==> config.mk <==
export PLATFORM = sky130hd
export DESIGN_NAME = lab_front
export DESIGN_NICKNAME = d
export VERILOG_FILES = /design/src/sv/lab_pkg.sv /design/src/sv/lab_front.sv
export SDC_FILE = /design/constraint.sdc
export NUM_CORES = 1
export LEC_CHECK = 0
export BUFFER_PORTS_ARGS = -buffer_cell sky130_fd_sc_hd__buf_2
export CORE_MARGIN = 4
export CORE_UTILIZATION = 43
export DETAILED_ROUTE_END_ITERATION = 8
export GPL_ROUTABILITY_DRIVEN = 0
export PLACE_DENSITY = 0.71
export SLEW_MARGIN = 5
export SYNTH_ARGS = -nofsm -noshare
export SYNTH_HDL_FRONTEND = slang
export SYNTH_SLANG_ARGS = --single-unit
==> constraint.sdc <==
create_clock -name clk -period 7.9 [get_ports clk]
set_clock_uncertainty 0.15 [all_clocks]
set_input_delay 1.58 -clock clk [delete_from_list [all_inputs] [get_ports clk]]
set_output_delay 1.58 -clock clk [all_outputs]
set_load 0.05 [all_outputs]
==> src/sv/lab_pkg.sv <==
package lab_pkg;

  localparam int FRAC_BITS = 16;
  localparam int ONE_FX    = 1 << FRAC_BITS;
  localparam int NUDGE_RAW = ((1 << FRAC_BITS) + 5000) / 10000;
  localparam int NUDGE_LSB = (NUDGE_RAW > 0) ? NUDGE_RAW : 1;

  // normaliser geometry: the largest magnitude is brought into [2^(NRM_MB-1), 2^NRM_MB)
  localparam int NRM_IW = 36;
  localparam int NRM_MB = 30;
  localparam int NRM_RW = NRM_MB + 1;
  localparam int NRM_SW = 2 * NRM_MB + 2;
  localparam int NRM_DW = NRM_MB + FRAC_BITS + 2;
  localparam int NRM_QW = FRAC_BITS + 1;
  localparam int NRM_PW = 6;

  localparam int MQ_DEPTH = 4;
  localparam int MQ_AW    = 2;

  typedef logic signed [17:0]     s18_t;
  typedef logic signed [32:0]     s33_t;
  typedef logic signed [35:0]     s36_t;
  typedef s18_t [2:0]             v18_t;
  typedef s33_t [2:0]             v33_t;
  typedef s36_t [2:0]             v36_t;
  typedef s36_t [5:0]             p6_t;

  typedef struct packed {
    v33_t d;
    v18_t sky;
  } mid_t;

  typedef struct packed {
    v18_t sky;
    v18_t fwd;
    v36_t rw;
    logic rwz;
  } bpay_t;

  typedef struct packed {
    v18_t side;
    v18_t top;
    v18_t front;
  } res_t;

  // the six partial products of a x b
  function automatic p6_t prod6(v18_t a, v18_t b);
    p6_t p;
    p[0] = s36_t'(a[1]) * s36_t'(b[2]);
    p[1] = s36_t'(a[2]) * s36_t'(b[1]);
    p[2] = s36_t'(a[2]) * s36_t'(b[0]);
    p[3] = s36_t'(a[0]) * s36_t'(b[2]);
    p[4] = s36_t'(a[0]) * s36_t'(b[1]);
    p[5] = s36_t'(a[1]) * s36_t'(b[0]);
    return p;
  endfunction

  function automatic v36_t cross_of(p6_t p);
    v36_t c;
    c[0] = p[0] - p[1];
    c[1] = p[2] - p[3];
    c[2] = p[4] - p[5];
    return c;
  endfunction

  // drop the fraction, rounding half away from zero, clamped to one
  function automatic s18_t rnd_frac(s36_t v);
    logic [35:0] m;
    logic [35:0] q;
    m = v[35] ? 36'(-v) : 36'(v);
    q = (m + 36'(1 << (FRAC_BITS - 1))) >> FRAC_BITS;
    if (q > 36'(ONE_FX)) begin
      q = 36'(ONE_FX);
    end
    return v[35] ? -s18_t'(q) : s18_t'(q);
  endfunction

endpackage

==> src/sv/lab_front.sv <==
module lab_front import lab_pkg::*; (
  input  logic        clk,
  input  logic        rst,
  input  logic        push,
  output logic        full,
  input  logic [31:0] eye_x,
  input  logic [31:0] eye_y,
  input  logic [31:0] eye_z,
  input  logic [31:0] aim_x,
  input  logic [31:0] aim_y,
  input  logic [31:0] aim_z,
  input  logic [17:0] sky_x,
  input  logic [17:0] sky_y,
  input  logic [17:0] sky_z,
  output logic        mid_valid,
  output mid_t        mid_item,
  input  logic        mid_pop
);

  mid_t             mem [MQ_DEPTH];
  logic [MQ_AW-1:0] wp;
  logic [MQ_AW-1:0] rp;
  logic [MQ_AW:0]   cnt;
  mid_t             item;
  logic             wr;
  logic             rd;

  always_comb begin
    item.d[0]   = s33_t'($signed(eye_x)) - s33_t'($signed(aim_x));
    item.d[1]   = s33_t'($signed(eye_y)) - s33_t'($signed(aim_y));
    item.d[2]   = s33_t'($signed(eye_z)) - s33_t'($signed(aim_z));
    item.sky[0] = s18_t'(sky_x);
    item.sky[1] = s18_t'(sky_y);
    item.sky[2] = s18_t'(sky_z);
  end

  assign full      = (cnt == (MQ_AW+1)'(MQ_DEPTH));
  assign mid_valid = (cnt != '0);
  assign mid_item  = mem[rp];
  assign wr        = push && !full;
  assign rd        = mid_pop && mid_valid;

  always_ff @(posedge clk) begin
    if (wr) begin
      mem[wp] <= item;
    end
  end

  always_ff @(posedge clk) begin
    if (rst) begin
      wp  <= '0;
      rp  <= '0;
      cnt <= '0;
    end else begin
      if (wr) begin
        wp <= wp + 1'b1;
      end
      if (rd) begin
        rp <= rp + 1'b1;
      end
      if (wr && !rd) begin
        cnt <= cnt + 1'b1;
      end else if (rd && !wr) begin
        cnt <= cnt - 1'b1;
      end
    end
  end

endmodule

After elaboration in Yosys (flattened, before gate mapping)
Memory sizes are Yosys's and may differ from the RTL's. A register that Yosys moved wholly into a read port is not among the register bits.
Cells that the tools add are included.

cells by class
  add/sub/neg operators = 7
  mux-type cells = 6
  reduce and logical (&&, ||, !) cells = 9
  equal/unequal tests = 1

operators with widths
  operator                                          number
  subtractor 32 x 32 -> 33 bit                      3
  2-to-1 mux 3 bit                                  2
  adder 2 x 1 -> 2 bit, second input constant       2
  logical AND 1 bit                                 4
  2-to-1 mux 2 bit                                  2
  adder 3 x 1 -> 3 bit, second input constant       1
  == test 3 bit, second input constant              1
  zero test 1 bit                                   3
  nonzero test 3 bit                                1
  subtractor 3 x 1 -> 3 bit, second input constant  1
  2-to-1 mux 1 bit                                  2
  nonzero test 2 bit                                1

storage, ports and cells
  output and inout bits = 155
  word-level logic and storage cells = 27
  memories kept = 1
  bits in writable memories = 612
  input bits = 250
  register bits after elaboration = 7

memories
  memory  depth  bits a word  rd ports  clocked after memory_dff  wr ports  RTL line         RTL
  mem     4      153          1         1                         1         lab_front.sv:20  mid_t mem [MQ_DEPTH];

Longest topological paths before layout
  word-level depth = 7
  depth in mapped cells = 11
  depth with buffers taken out = 11

Worst setup path after synthesis
Ideal clock, no wire load.

  kind = input to register
  start = input port push
  end = memory mem[0][0] (netlist bit) (enable)
  arrival time = 5.471 ns
  path buffers = 1
  library setup time = 0.531 ns
  data required time = 7.219 ns
  setup slack = 1.748 ns
  stages = 3
  path through = nor2b_1 -> clkbuf_1 -> and2_1

between the ends
  longest elaborated chain between the ends = 3

RTL lines
  item                                    RTL line         RTL
  start: declaration                      lab_front.sv:4   input logic push,
  logical AND 1 bit                       lab_front.sv:40  assign wr = push && !full;
  named net wr                            lab_front.sv:25  logic wr;
  2-to-1 mux 1 bit                        lab_front.sv:44  if (wr) begin
  2-to-1 mux 1 bit (implied by the code)  lab_front.sv:45  mem[wp] <= item;
  end: declaration                        lab_front.sv:20

The timed path passes the listed nets, and every way through them passes these cells.

==> impl_metrics.json <==
{
  "endpoint_kind": "output port",
  "drc": 0,
  "antenna_found_initial": 6,
  "yosysWarnings": 0,
  "detail-route-antenna-nets": 0,
  "max-vdd-ir-drop_uv": 204,
  "max_slew_margin_pct": 31.7,
  "dieArea_um2": 69000,
  "vias": 16400,
  "finalWirelength_mm": 62.6,
  "grt_pass1_vias": 17100,
  "ys_types": 68,
  "worst_slack_ns": 2.92,
  "rows": 93,
  "post-place-ws_ns": 2.99,
  "netlist.area_leader.share_pct": 65.9,
  "postCtsSetupBuffers": 0,
  "synth_area_leaders": "edfxtp_1, mux4_2, ha_1",
  "syn_inst": 1692,
  "clock_sinks": 621,
  "path_max_fanout": 58,
  "critical_path_required_ns": 6.17,
  "period_share_pct": 63.1,
  "start_util_pct": 43.4,
  "num_io_pins": 405,
  "syn-num-nets": 2047,
  "cts_inserted_buffers": 61,
  "via_per_inst": 5.45,
  "clk_latency_ns": 0.62,
  "power_density_nw_per_um2": 334,
  "rsz0062_at_grt": "false",
  "slew_violations": 0,
  "startpoint_type": "flip-flop",
  "finalSetupTns_ns": 0,
  "hpwl_mm": 41.9,
  "chipHeight_um": 263,
  "criticalPathCategory": "reg2out",
  "final_net_count": 2465,
  "synth_edf_count": 612,
  "first_pass_iters": 5,
  "arrival_ns": 3.25,
  "synth_seq_cells": 621,
  "fp.dieW_um": 263,
  "p_leak_nw": 12.0,
  "ys.flop_type": "edfxtp_1",
  "core_region_area_um2": 64300,
  "grt_max_degree": 106,
  "areaGrowthSynthToFinish_pct": 17.6,
  "setup_viol": 0,
  "grt_usage_pct": 17.6,
  "hold_class": "reg2reg",
  "avgSynthCellArea_um2": 16.5,
  "power_mw": 11.0,
  "drive_above_1_share_pct": 30.9,
  "root_buffer": "clkbuf_16",
  "drtIter0Drc": 1226,
  "cts_resized": 0,
  "status": "finished, final reports clean",
  "hold_buffers": 0,
  "synthArstFlopShare_pct": 0,
  "wl_per_cell_um": 20.7,
  "synth-seq-area-share_pct": 66.5,
  "netlist_area_um2": 27900,
  "cts_buffer_depth": 3,
  "cts_tree": "yes",
  "globalRouteOverflowTotal": 0,
  "yosysTopAreaCell": "edfxtp_1",
  "path_clk_slew_ns": 0.06,
  "drv_cap": 0,
  "portBuffers": 404,
  "grt_first_pass_wirelength_mm": 96.7,
  "htree_levels": 2,
  "worst_pin_slew_ns": 1.02,
  "hold_viol_final": 0,
  "period_minus_slack_ns": 4.98,
  "fmax_ghz": 0.201
}
[registers in the layout, indices dropped and copies added, names as in the netlist, named ones only]
signal	flops
cnt	3
mem	612
rp	2
wp	2
[cells by family (layout without fill, tap and decap cells)]
kind of cell,count (synthesis),in the layout,synth area share [%]
fa+ha+maj,105,105,4.82
simple gates,248,248,4.37
mux,156,156,12.5
other cells,0,5,0
buf+inv,189,657,2.57
xor+xnor,82,82,2.57
flops,621,621,66.5
compound gates,291,291,6.72
[critical path, cell delays in order, from the launching register on]
cell and delay, ns:
dfxtp_4 1.00, buf_4 0.79, mux4_2 0.45, buf_2 0.25
[Yosys cell counts (8+ instances only)]
cell and count:
xor2_1 33, o31a_1 8, o21ai_0 35, clkbuf_1 38
and3_1 10, nand4_1 17, nor3_1 10, o31ai_1 8
nand2b_1 12, nand3_1 24, o21a_1 17, nor2_1 69
edfxtp_1 612, o21ai_1 29, a21o_1 33, nand2_1 57
o211ai_1 10, a21oi_1 92, and2_1 10, xnor2_1 49
buf_1 15, dfxtp_1 9, mux4_2 153, nor2b_1 13
inv_1 129, ha_1 101, or3_1 9
[final timing paths]
kind                                 from      endpoint  slack [ns]  depth (start not counted)
worst max register to register     cnt[0]   mem[1][151]        4.88                          4
worst min register to register     cnt[2]        cnt[2]        0.37                          2
worst min-delay path               cnt[2]        cnt[2]        0.37                          2
worst max-delay path            flip-flop  mid_item[72]        2.92                          3
[routing by layer]
layer,share of wire (%),global-route usage [%],vias to the layer above,wire length [um]
li1,-,-,7521,-
met2,50,30.6,590,31300
met4,2.3,4.31,4,1440
met1,40,22.1,8223,24900
met3,7.8,4.61,107,4870
met5,0.035,0,-,22
[stage by stage]
step | instances | instance area [um^2] | hold WS (ns) | util (%)
2_1_floorplan | 1692 | 27900 | 0.311 | -
3_3_place_gp | 2902 | 30900 | 0.321 | 48.0
3_5_place_dp | 2902 | 30900 | 0.358 | 48.0
4_1_cts | 3015 | 32800 | 0.368 | 51.0
5_1_grt | 3016 | 32800 | 0.404 | 51.0
6_report | 3020 | 32800 | 0.367 | 51.0
[report_power, final]
group	switching, mW	internal [mW]	leakage [nW]	total, mW
combinational	2.73	1.18	5.44	3.90
clock	1.19	1.54	0.915	2.73
sequential	0.157	4.17	5.68	4.33
[placed cells by master (no fill, tap or decap), types with 7 or more instances in the layout]
cell | synthesis | routed
clkbuf_1 | 38 | 8
clkbuf_16 | 0 | 61
o31ai_1 | 8 | 8
buf_4 | 0 | 7
xnor2_1 | 49 | 49
ha_1 | 101 | 101
buf_2 | 7 | 404
xor2_1 | 33 | 33
clkinv_1 | 0 | 19
a21o_1 | 33 | 33
o21ai_0 | 35 | 35
and3_1 | 10 | 10
o211ai_1 | 10 | 10
a21oi_1 | 92 | 92
o21bai_1 | 7 | 7
nor2b_1 | 13 | 13
nor2_1 | 69 | 69
nor3_1 | 10 | 10
o31a_1 | 8 | 8
dfxtp_1 | 9 | 7
nand4_1 | 17 | 17
inv_1 | 129 | 129
o21ai_1 | 29 | 29
edfxtp_1 | 612 | 612
nand2_1 | 57 | 57
o21a_1 | 17 | 17
or3_1 | 9 | 9
nand3_1 | 24 | 24
mux4_2 | 153 | 153
nand2b_1 | 12 | 12
clkinv_2 | 0 | 10
[cell type report]
cell class              count  area [um^2]
repair buffers            415         2150
inverters                 129          484
clock buffers              69         1560
clock inverters            44          345
diodes                      5         12.5
flip-flops and latches    621        18600
well taps                 855         1070
multi-input cells         882         8640
fillers                  5272        31500
Note: power is estimated with default switching activity, not from simulation.
